File: src/rtl/xrr_pkg.sv
// shared types, constants and helpers for the ranged random generator
package xrr_pkg;

  localparam int unsigned WordW     = 64;
  localparam int unsigned CfgIdxW   = 2;
  localparam int unsigned SeedSteps = 16;
  localparam int unsigned SeedCntW  = 5;

  typedef logic [WordW-1:0]        word_t;
  typedef logic signed [WordW-1:0] sword_t;

  // configuration register indexes
  localparam logic [CfgIdxW-1:0] CfgSeedFirst  = 2'd0;
  localparam logic [CfgIdxW-1:0] CfgSeedSecond = 2'd1;

  // fixed fill word loaded into state word one on reseed
  localparam word_t SeedFill = 64'h0000_0000_0000_00ff;

  typedef enum logic [0:0] {
    ALU_ADD,
    ALU_SUB
  } alu_op_e;

  typedef enum logic [2:0] {
    ST_IDLE,
    ST_SPAN,
    ST_MUL5,
    ST_MUL9,
    ST_CMP,
    ST_ADD
  } xrr_state_e;

  // control from the sequencer to the generator
  typedef struct packed {
    logic  reseed;
    word_t seed_first;
    word_t seed_second;
    logic  step;
  } gen_ctrl_t;

  // smallest all-ones value not below x
  function automatic word_t smear_ones(word_t x);
    word_t m;
    m = x;
    m = m | (m >> 1);
    m = m | (m >> 2);
    m = m | (m >> 4);
    m = m | (m >> 8);
    m = m | (m >> 16);
    m = m | (m >> 32);
    return m;
  endfunction

  function automatic word_t rotl(word_t x, int unsigned k);
    return (x << k) | (x >> (WordW - k));
  endfunction

endpackage

File: src/rtl/xrr_req_if.sv
// request channel: range bounds
interface xrr_req_if;
  logic           valid;
  logic           ready;
  xrr_pkg::sword_t low_bound;
  xrr_pkg::sword_t high_bound;

  modport source (output valid, output low_bound, output high_bound, input ready);
  modport sink   (input valid, input low_bound, input high_bound, output ready);
endinterface

File: src/rtl/xrr_rsp_if.sv
// response channel: ranged random value
interface xrr_rsp_if;
  logic           valid;
  logic           ready;
  xrr_pkg::sword_t random_value;

  modport source (output valid, output random_value, input ready);
  modport sink   (input valid, input random_value, output ready);
endinterface

File: src/rtl/xrr_alu.sv
// shared 64-bit add / subtract unit with borrow out
module xrr_alu (
  input  xrr_pkg::alu_op_e op_i,
  input  xrr_pkg::word_t   a_i,
  input  xrr_pkg::word_t   b_i,
  output xrr_pkg::word_t   res_o,
  output logic             borrow_o
);
  import xrr_pkg::*;

  logic              sub;
  logic [WordW:0]    sum;

  assign sub = (op_i == ALU_SUB);
  assign sum = {1'b0, a_i} + {1'b0, (b_i ^ {WordW{sub}})} + {{WordW{1'b0}}, sub};
  assign res_o    = sum[WordW-1:0];
  // a - b borrows when b > a
  assign borrow_o = sub & ~sum[WordW];
endmodule

File: src/rtl/xrr_gen.sv
// xoshiro256 state words, seeding sweep and per-step word capture
module xrr_gen (
  input  logic               clk_i,
  input  logic               rst_ni,
  input  xrr_pkg::gen_ctrl_t ctrl_i,
  output xrr_pkg::word_t     draw_w1_o,
  output logic               busy_o
);
  import xrr_pkg::*;

  word_t [3:0]          w_q, w_d, w_step;
  logic [SeedCntW-1:0]  cnt_q, cnt_d;
  word_t                draw_q;
  logic                 adv;

  always_comb begin
    word_t t2, t3;
    t2 = w_q[2] ^ w_q[0];
    t3 = w_q[3] ^ w_q[1];
    w_step[0] = w_q[0] ^ t3;
    w_step[1] = w_q[1] ^ t2;
    w_step[2] = t2 ^ (w_q[1] << 17);
    w_step[3] = rotl(t3, 45);
  end

  assign busy_o = (cnt_q != '0);
  assign adv    = busy_o | ctrl_i.step;

  always_comb begin
    w_d   = w_q;
    cnt_d = cnt_q;
    if (ctrl_i.reseed) begin
      w_d[0] = ctrl_i.seed_first;
      w_d[1] = SeedFill;
      w_d[2] = ctrl_i.seed_second;
      w_d[3] = '0;
      cnt_d  = SeedCntW'(SeedSteps);
    end else if (adv) begin
      w_d = w_step;
      if (busy_o) begin
        cnt_d = cnt_q - 1'b1;
      end
    end
  end

  always_ff @(posedge clk_i or negedge rst_ni) begin
    if (!rst_ni) begin
      w_q[0] <= '0;
      w_q[1] <= SeedFill;
      w_q[2] <= '0;
      w_q[3] <= '0;
      cnt_q  <= SeedCntW'(SeedSteps);
    end else begin
      w_q   <= w_d;
      cnt_q <= cnt_d;
    end
  end

  // word one as it stood when the step was taken feeds the scrambler
  always_ff @(posedge clk_i) begin
    if (ctrl_i.step) begin
      draw_q <= w_q[1];
    end
  end

  assign draw_w1_o = draw_q;
endmodule

File: src/rtl/xoshiro_ranged_random_core.sv
// top level: ranged uniform random integers from a xoshiro256** generator
//
// usage
// - req channel carries low_bound / high_bound (inclusive, two's complement);
//   rsp channel returns random_value = low_bound + offset, wrapping mod 2^64
// - span = high_bound - low_bound mod 2^64; offset is a masked draw, redrawn
//   while it exceeds span unless span+1 is a power of two
// - one item is in flight at a time; after accept the states run SPAN, MUL5,
//   MUL9, CMP (skipped when span+1 is a power of two) and ADD, and every
//   rejected draw goes back through MUL5, MUL9 and CMP. The single shared
//   64-bit adder forms span, the *5 and *9 of the scrambler, the reject
//   compare and the final add one after another
// - a result sits in an output register; req is taken again while it waits,
//   and the sequencer holds in its last state only if a new result is ready
//   before the old one is taken
// - reset loads state {0, 0xff, 0, 0} and runs 16 generator steps
//   with req.ready low; a write to seed register 0 or 1 reseeds the same way,
//   other indexes are ignored
module xoshiro_ranged_random_core (
  input  logic                         clk_i,
  input  logic                         rst_ni,
  input  logic                         cfg_we_i,
  input  logic [xrr_pkg::CfgIdxW-1:0]  cfg_index_i,
  input  xrr_pkg::word_t               cfg_data_i,
  xrr_req_if.sink                      req,
  xrr_rsp_if.source                    rsp
);
  import xrr_pkg::*;

  // seed registers
  word_t seed_first_q, seed_second_q;
  gen_ctrl_t gen_ctrl;
  word_t     draw_w1;
  logic      gen_busy;

  // sequencer
  xrr_state_e state_q, state_d;

  // datapath registers
  word_t low_q, high_q, span_q, mask_q, acc_q;
  logic  pow2_q;
  word_t out_q;
  logic  out_valid_q;

  // shared adder
  alu_op_e alu_op;
  word_t   alu_a, alu_b, alu_res;
  logic    alu_borrow;

  logic req_take, out_free, rot_ok;
  word_t rot7, mask_new;

  assign out_free = !out_valid_q || rsp.ready;
  assign req_take = req.valid && req.ready;
  assign rot7     = rotl(acc_q, 7);
  assign mask_new = smear_ones(span_q);
  assign rot_ok   = 1'b1;

  // seed writes
  always_ff @(posedge clk_i or negedge rst_ni) begin
    if (!rst_ni) begin
      seed_first_q  <= '0;
      seed_second_q <= '0;
    end else if (cfg_we_i) begin
      if (cfg_index_i == CfgSeedFirst) begin
        seed_first_q <= cfg_data_i;
      end
      if (cfg_index_i == CfgSeedSecond) begin
        seed_second_q <= cfg_data_i;
      end
    end
  end

  xrr_gen u_gen (
    .clk_i     (clk_i),
    .rst_ni    (rst_ni),
    .ctrl_i    (gen_ctrl),
    .draw_w1_o (draw_w1),
    .busy_o    (gen_busy)
  );

  xrr_alu u_alu (
    .op_i     (alu_op),
    .a_i      (alu_a),
    .b_i      (alu_b),
    .res_o    (alu_res),
    .borrow_o (alu_borrow)
  );

  // next state
  always_comb begin
    state_d = state_q;
    case (state_q)
      ST_IDLE: begin
        if (req_take) begin
          state_d = ST_SPAN;
        end
      end
      ST_SPAN: state_d = ST_MUL5;
      ST_MUL5: state_d = ST_MUL9;
      ST_MUL9: state_d = pow2_q ? ST_ADD : ST_CMP;
      ST_CMP:  state_d = alu_borrow ? ST_MUL5 : ST_ADD;
      ST_ADD: begin
        if (out_free) begin
          state_d = ST_IDLE;
        end
      end
      default: state_d = ST_IDLE;
    endcase
  end

  // control outputs and adder operands
  always_comb begin
    logic written;
    written = cfg_we_i &&
              ((cfg_index_i == CfgSeedFirst) || (cfg_index_i == CfgSeedSecond));
    gen_ctrl.reseed      = written;
    gen_ctrl.seed_first  = (cfg_index_i == CfgSeedFirst) ? cfg_data_i : seed_first_q;
    gen_ctrl.seed_second = (cfg_index_i == CfgSeedSecond) ? cfg_data_i : seed_second_q;
    gen_ctrl.step        = 1'b0;
    req.ready            = 1'b0;
    alu_op               = ALU_ADD;
    alu_a                = low_q;
    alu_b                = acc_q;
    case (state_q)
      ST_IDLE: begin
        req.ready     = !gen_busy;
        // same condition as an accepted item
        gen_ctrl.step = req.valid && !gen_busy;
      end
      ST_SPAN: begin
        alu_op = ALU_SUB;
        alu_a  = high_q;
        alu_b  = low_q;
      end
      ST_MUL5: begin
        // w1 * 5
        alu_a = draw_w1 << 2;
        alu_b = draw_w1;
      end
      ST_MUL9: begin
        // rotl(w1 * 5, 7) * 9
        alu_a = rot7 << 3;
        alu_b = rot7;
      end
      ST_CMP: begin
        // span - r borrows when the draw is out of range: redraw
        alu_op        = ALU_SUB;
        alu_a         = span_q;
        alu_b         = acc_q;
        gen_ctrl.step = alu_borrow;
      end
      ST_ADD: begin
        alu_a = low_q;
        alu_b = acc_q;
      end
      default: begin
        alu_op = ALU_ADD;
      end
    endcase
  end

  always_ff @(posedge clk_i or negedge rst_ni) begin
    if (!rst_ni) begin
      state_q     <= ST_IDLE;
      out_valid_q <= 1'b0;
    end else begin
      state_q <= state_d;
      if ((state_q == ST_ADD) && out_free) begin
        out_valid_q <= 1'b1;
      end else if (rsp.ready) begin
        out_valid_q <= 1'b0;
      end
    end
  end

  // payload registers
  always_ff @(posedge clk_i) begin
    if (req_take) begin
      low_q  <= req.low_bound;
      high_q <= req.high_bound;
    end
    if (state_q == ST_SPAN) begin
      span_q <= alu_res;
    end
    if (state_q == ST_MUL5) begin
      acc_q  <= alu_res;
      mask_q <= mask_new;
      pow2_q <= (mask_new == span_q);
    end
    if ((state_q == ST_MUL9) && rot_ok) begin
      acc_q <= alu_res & mask_q;
    end
    if ((state_q == ST_ADD) && out_free) begin
      out_q <= alu_res;
    end
  end

  assign rsp.valid        = out_valid_q;
  assign rsp.random_value = out_q;
endmodule

File: src/flat_wrapper.sv
// flat-port wrapper written by rule: the top's interface ports become plain ports
module xoshiro_ranged_random_core_flat import xrr_pkg::*;
  (clk_i, rst_ni, cfg_we_i, cfg_index_i, cfg_data_i, req_valid, req_low_bound, req_high_bound, req_ready, rsp_valid, rsp_random_value, rsp_ready);
  xrr_req_if req_i ();
  xrr_rsp_if rsp_i ();
  input  logic clk_i;
  input  logic rst_ni;
  input  logic cfg_we_i;
  input  logic [xrr_pkg::CfgIdxW-1:0] cfg_index_i;
  input  xrr_pkg::word_t cfg_data_i;
  input wire logic [$bits(req_i.valid)-1:0] req_valid;
  input wire logic [$bits(req_i.low_bound)-1:0] req_low_bound;
  input wire logic [$bits(req_i.high_bound)-1:0] req_high_bound;
  output wire logic [$bits(req_i.ready)-1:0] req_ready;
  output wire logic [$bits(rsp_i.valid)-1:0] rsp_valid;
  output wire logic [$bits(rsp_i.random_value)-1:0] rsp_random_value;
  input wire logic [$bits(rsp_i.ready)-1:0] rsp_ready;
  assign req_i.valid = req_valid;
  assign req_i.low_bound = req_low_bound;
  assign req_i.high_bound = req_high_bound;
  assign req_ready = req_i.ready;
  assign rsp_valid = rsp_i.valid;
  assign rsp_random_value = rsp_i.random_value;
  assign rsp_i.ready = rsp_ready;
  xoshiro_ranged_random_core u_core (.clk_i(clk_i), .rst_ni(rst_ni), .cfg_we_i(cfg_we_i), .cfg_index_i(cfg_index_i), .cfg_data_i(cfg_data_i), .req(req_i), .rsp(rsp_i));
endmodule
File: config.mk
export PLATFORM = sky130hd
export DESIGN_NAME = xoshiro_ranged_random_core_flat
export DESIGN_NICKNAME = d
export VERILOG_FILES = /design/src/rtl/xrr_pkg.sv /design/src/rtl/xrr_req_if.sv /design/src/rtl/xrr_rsp_if.sv /design/src/rtl/xrr_alu.sv /design/src/rtl/xrr_gen.sv /design/src/rtl/xoshiro_ranged_random_core.sv /design/src/flat_wrapper.sv
export SDC_FILE = /design/constraint.sdc
export NUM_CORES = 2
export LEC_CHECK = 0
export BUFFER_PORTS_ARGS = -buffer_cell sky130_fd_sc_hd__buf_2
export CELL_PAD_IN_SITES_DETAIL_PLACEMENT = 0
export CELL_PAD_IN_SITES_GLOBAL_PLACEMENT = 1
export CORE_MARGIN = 2
export CORE_UTILIZATION = 55
export CTS_BUF_LIST = sky130_fd_sc_hd__clkbuf_2 sky130_fd_sc_hd__clkbuf_4 sky130_fd_sc_hd__clkbuf_8
export DETAILED_ROUTE_END_ITERATION = 12
export PLACE_DENSITY_LB_ADDON = 0.1
export SYNTH_ARGS = -nofsm -noshare
export SYNTH_HDL_FRONTEND = slang
export SYNTH_SLANG_ARGS = --single-unit
File: constraint.sdc
create_clock -name clk_i -period 20.1 [get_ports clk_i]
set_input_delay 1.005 -clock clk_i [delete_from_list [all_inputs] [get_ports clk_i]]
set_output_delay 1.005 -clock clk_i [all_outputs]
set_load 0.02 [all_outputs]
==> results.cfg <==
[sta]
slew_headroom_pct = 13.2
hold_viol = 0
final_max_slew_viol_count = 0
period_share_pct = 39.0
finalSetupTns_ns = 0
final.min_clock_period_ns = 7.84
finalSetupViolations = 0
worst_pin_slew_ns = 1.30
max_freq_mhz = 128
skew_ns = 0.0524
rsz0062_at_grt = false

[placed_design]
io_buffers = 264
routabilityCongestion = 0.989
dp_hpwl_mm = 102

[logic_synthesis]
syn-instance-count = 4111
async_flop_share_pct = 46.7
syn_area_um2 = 44100
synth_warnings = 0
ys_types = 76
synth_edf_count = 449
synth-seq-cells = 842
synth.net_count = 4375
synthFlopType = edfxtp_1
seq_area_frac_synth_pct = 52.9
synth.avg_cell_area_um2 = 10.7

[setup_path]
crit_path_end_kind = flip-flop
cp_common_cell = buf_4
max_stage_delay_ns = 0.91
critPathRequiredTime_ns = 20.78
path_cells = buf_4 > nor2_4 > buf_4 > nand2_1 > a21boi_0 > a221oi_1 > ha_1 > nand4_1 > or4_1 > nor4_1 > nor2b_1 > a311oi_1 > a21o_1 > a21oi_4 > buf_4 > buf_4 > nor2_1 > xnor2_1 > mux2i_1
worstPathArrival_ns = 8.52
path_buf_inv = 4
r2r_cells = 19
reg2reg_slack_ns = 12.26
critical-path-slowest-cell = buf_4
path_depth = 19
crit_fanout = 117
cp-start-kind = flip-flop
cp_top_family = buffers and inverters
crit_type = reg -> reg

[clock_network]
numCtsBuffers = 142
cts_resized = 0
clkSinkCount = 842
clockBufferDepth = 3
tritoncts = built
htreeDepth = 4
clk_latency_ns = 0.84
post_cts_buffers = 0
path_clk_slew_ns = 0.06
hold_buffers = 0
root_buffer = clkbuf_8

[final_layout]
syn2layout_area_growth_pct = 11.4
num-nets-final = 4558
post_route_cells_drive_above_1_share_pct = 15.9
fillers = 6584

[run_status]
status = complete, no violations

[drt]
drtIter0Drc = 4110
routed_wl_mm = 139
final_antenna_net_count = 0
drc = 0
post_drt_via_cell_ratio = 6.12
wl_per_cell_um = 25.4
dr.pass1.iters = 5
vias = 33400

[worst_hold_path]
hp-class = in -> async

[floorplan]
fp-row-count = 103
initial_utilization_pct = 55.7
die_h_um = 287
die_width_um = 287
dieArea_um2 = 82500
io_pins = 265
coreArea_um2 = 79100

[run]
maxCapViolations = 0

[global_routing]
overflow = 0
grt_pass1_wl_mm = 204
grt_pass1_vias = 31400
grt_max_degree = 167
grt.total_usage_pct = 33.7
antenna_found_initial = 8
==> per-stage QoR <==
step           utilization, %  worst slack (ns)  instance area, um2  hold WS [ns]  cells
2_1_floorplan               -             12.72               44100         0.444   4111
3_3_place_gp             58.3             12.51               46200         0.454   5200
3_5_place_dp             58.3             12.42               46200         0.454   5200
4_1_cts                  62.1             12.35               49100         0.142   5453
5_1_grt                  62.1             11.64               49100         0.203   5454
6_report                 62.1             12.26               49100         0.180   5455
==> registers in the layout, summed over array words and instances (netlist names) <==
signal and count:
u_core.low_q 64, u_core.mask_q 64, u_core.u_gen.draw_w1_o 64, u_core.state_q 3, u_core.acc_q 64, u_core.rsp.valid 1
u_core.u_gen.cnt_q 5, u_core.u_gen.w_q 256, u_core.rsp.random_value 64, u_core.pow2_q 1, u_core.seed_second_q 64, u_core.seed_first_q 64
u_core.high_q 64, u_core.span_q 64
==> cells in the mapped netlist (all sizes together) (4+ instances only) <==
library cell	number	area, um2
a2111oi	4	41.3
a211o	5	43.8
a211oi	73	548
a21boi	46	345
a21o	39	293
a21oi	397	1990
a221oi	47	412
a22oi	28	210
a31oi	59	369
and3	5	31.3
buf	34	139
clkbuf	231	867
dfrtp	384	9610
dfstp	9	236
edfxtp	449	13500
ha	64	801
inv	105	394
mux2	64	721
mux2i	218	2180
mux4	35	788
nand2	264	1000
nand2b	60	375
nand3	29	145
nand3b	4	30.0
nand4	33	206
nor2	438	1670
nor2b	90	563
nor3	17	90.1
nor4	14	109
o211ai	20	150
o21a	65	488
o21ai	205	1030
o21bai	11	82.6
o221ai	31	272
o22ai	8	50.1
o31a	5	43.8
o31ai	6	45.0
or2	18	113
or3	94	588
or4	5	48.8
xnor2	340	2980
xor2	24	210
==> final timing paths <==
kind | from | endpoint
setup / recovery | u_core.state_q[1]$_DFFE_PN0P_ | u_core.u_gen.w_q[43]$_DFFE_PN0P_
hold / removal | rst_ni | u_core.seed_first_q[20]$_DFFE_PN0P_
setup reg to reg | u_core.state_q[1]$_DFFE_PN0P_ | u_core.u_gen.w_q[43]$_DFFE_PN0P_
hold reg to reg | u_core.u_gen.cnt_q[4]$_DFFE_PN1P_ | u_core.u_gen.cnt_q[4]$_DFFE_PN1P_
max in group asynchronous | rst_ni | u_core.u_gen.w_q[119]$_DFFE_PN0P_
min in group clk_i | req_high_bound[49] | u_core.high_q[49]$_DFFE_PP_
==> layout make-up <==
cell class	count	area (um2)	share of cell area (%)
Clock inverter	58	546	1.11
Timing Repair Buffer	304	1660	3.38
Clock buffer	195	2430	4.95
Inverter	105	394	0.802
Antenna cell	2	5.00	0.0102
Multi-Input combinational cell	2899	19400	39.6
Tap cell	1050	1310	2.67
Sequential cell	842	23300	47.5
==> placed cells by master (no fill, tap or decap), types with 7 or more instances in the layout <==
master and n:
a211oi_1 73, a21boi_0 46, a21o_1 39, a21oi_1 396, a221oi_1 47, a22oi_1 28
a31oi_1 59, buf_2 262, buf_4 39, clkbuf_4 40, clkbuf_8 155, clkinv_1 18
clkinv_2 19, dfrtp_1 381, dfstp_2 9, edfxtp_1 449, ha_1 64, inv_1 102
mux2_2 64, mux2i_1 218, mux4_2 35, nand2_1 259, nand2b_1 59, nand3_1 29
nand4_1 33, nor2_1 431, nor2_4 7, nor2b_1 88, nor3_1 15, nor4_1 12
o211ai_1 20, o21a_1 65, o21ai_0 204, o21bai_1 11, o221ai_1 31, o22ai_1 8
or2_2 18, or3_1 94, xnor2_1 340, xor2_1 24
==> per-layer routing <==
metal  part of all wire (%)  wire length (um)  global-route usage (%)  vias up
li1                       -                 -                       -    15300
met1                     45             61900                    50.0    16500
met2                     43             59700                    48.4     1391
met3                    8.6             12000                    7.27      222
met4                    3.7              5160                    13.0        4
met5                  0.017                23                       0        -
==> cells by family after synthesis <==
logic type / synth area share (%)
xor gates and xnor gates: 7.23
DFF: 52.9
buffers and inverters: 3.18
AOI/OAI and AO/OA: 15.0
muxes: 8.37
and+or+nand+nor: 11.5
adders and majority gates: 1.86
==> worst reg2reg max path: cells and delay by family (launching register included) <==
family | cells | cell delay, ns
AOI/OAI and AO/OA | 5 | 0.82
xor gates and xnor gates | 1 | 0.24
adders and majority gates | 1 | 0.50
buffers and inverters | 4 | 2.90
DFF | 1 | 0.77
muxes | 1 | 0.10
and+or+nand+nor | 7 | 2.38
Power is left out: the tool's default activity adds up to more than one toggle a clock period on the data nets, which glitch-free logic cannot reach.
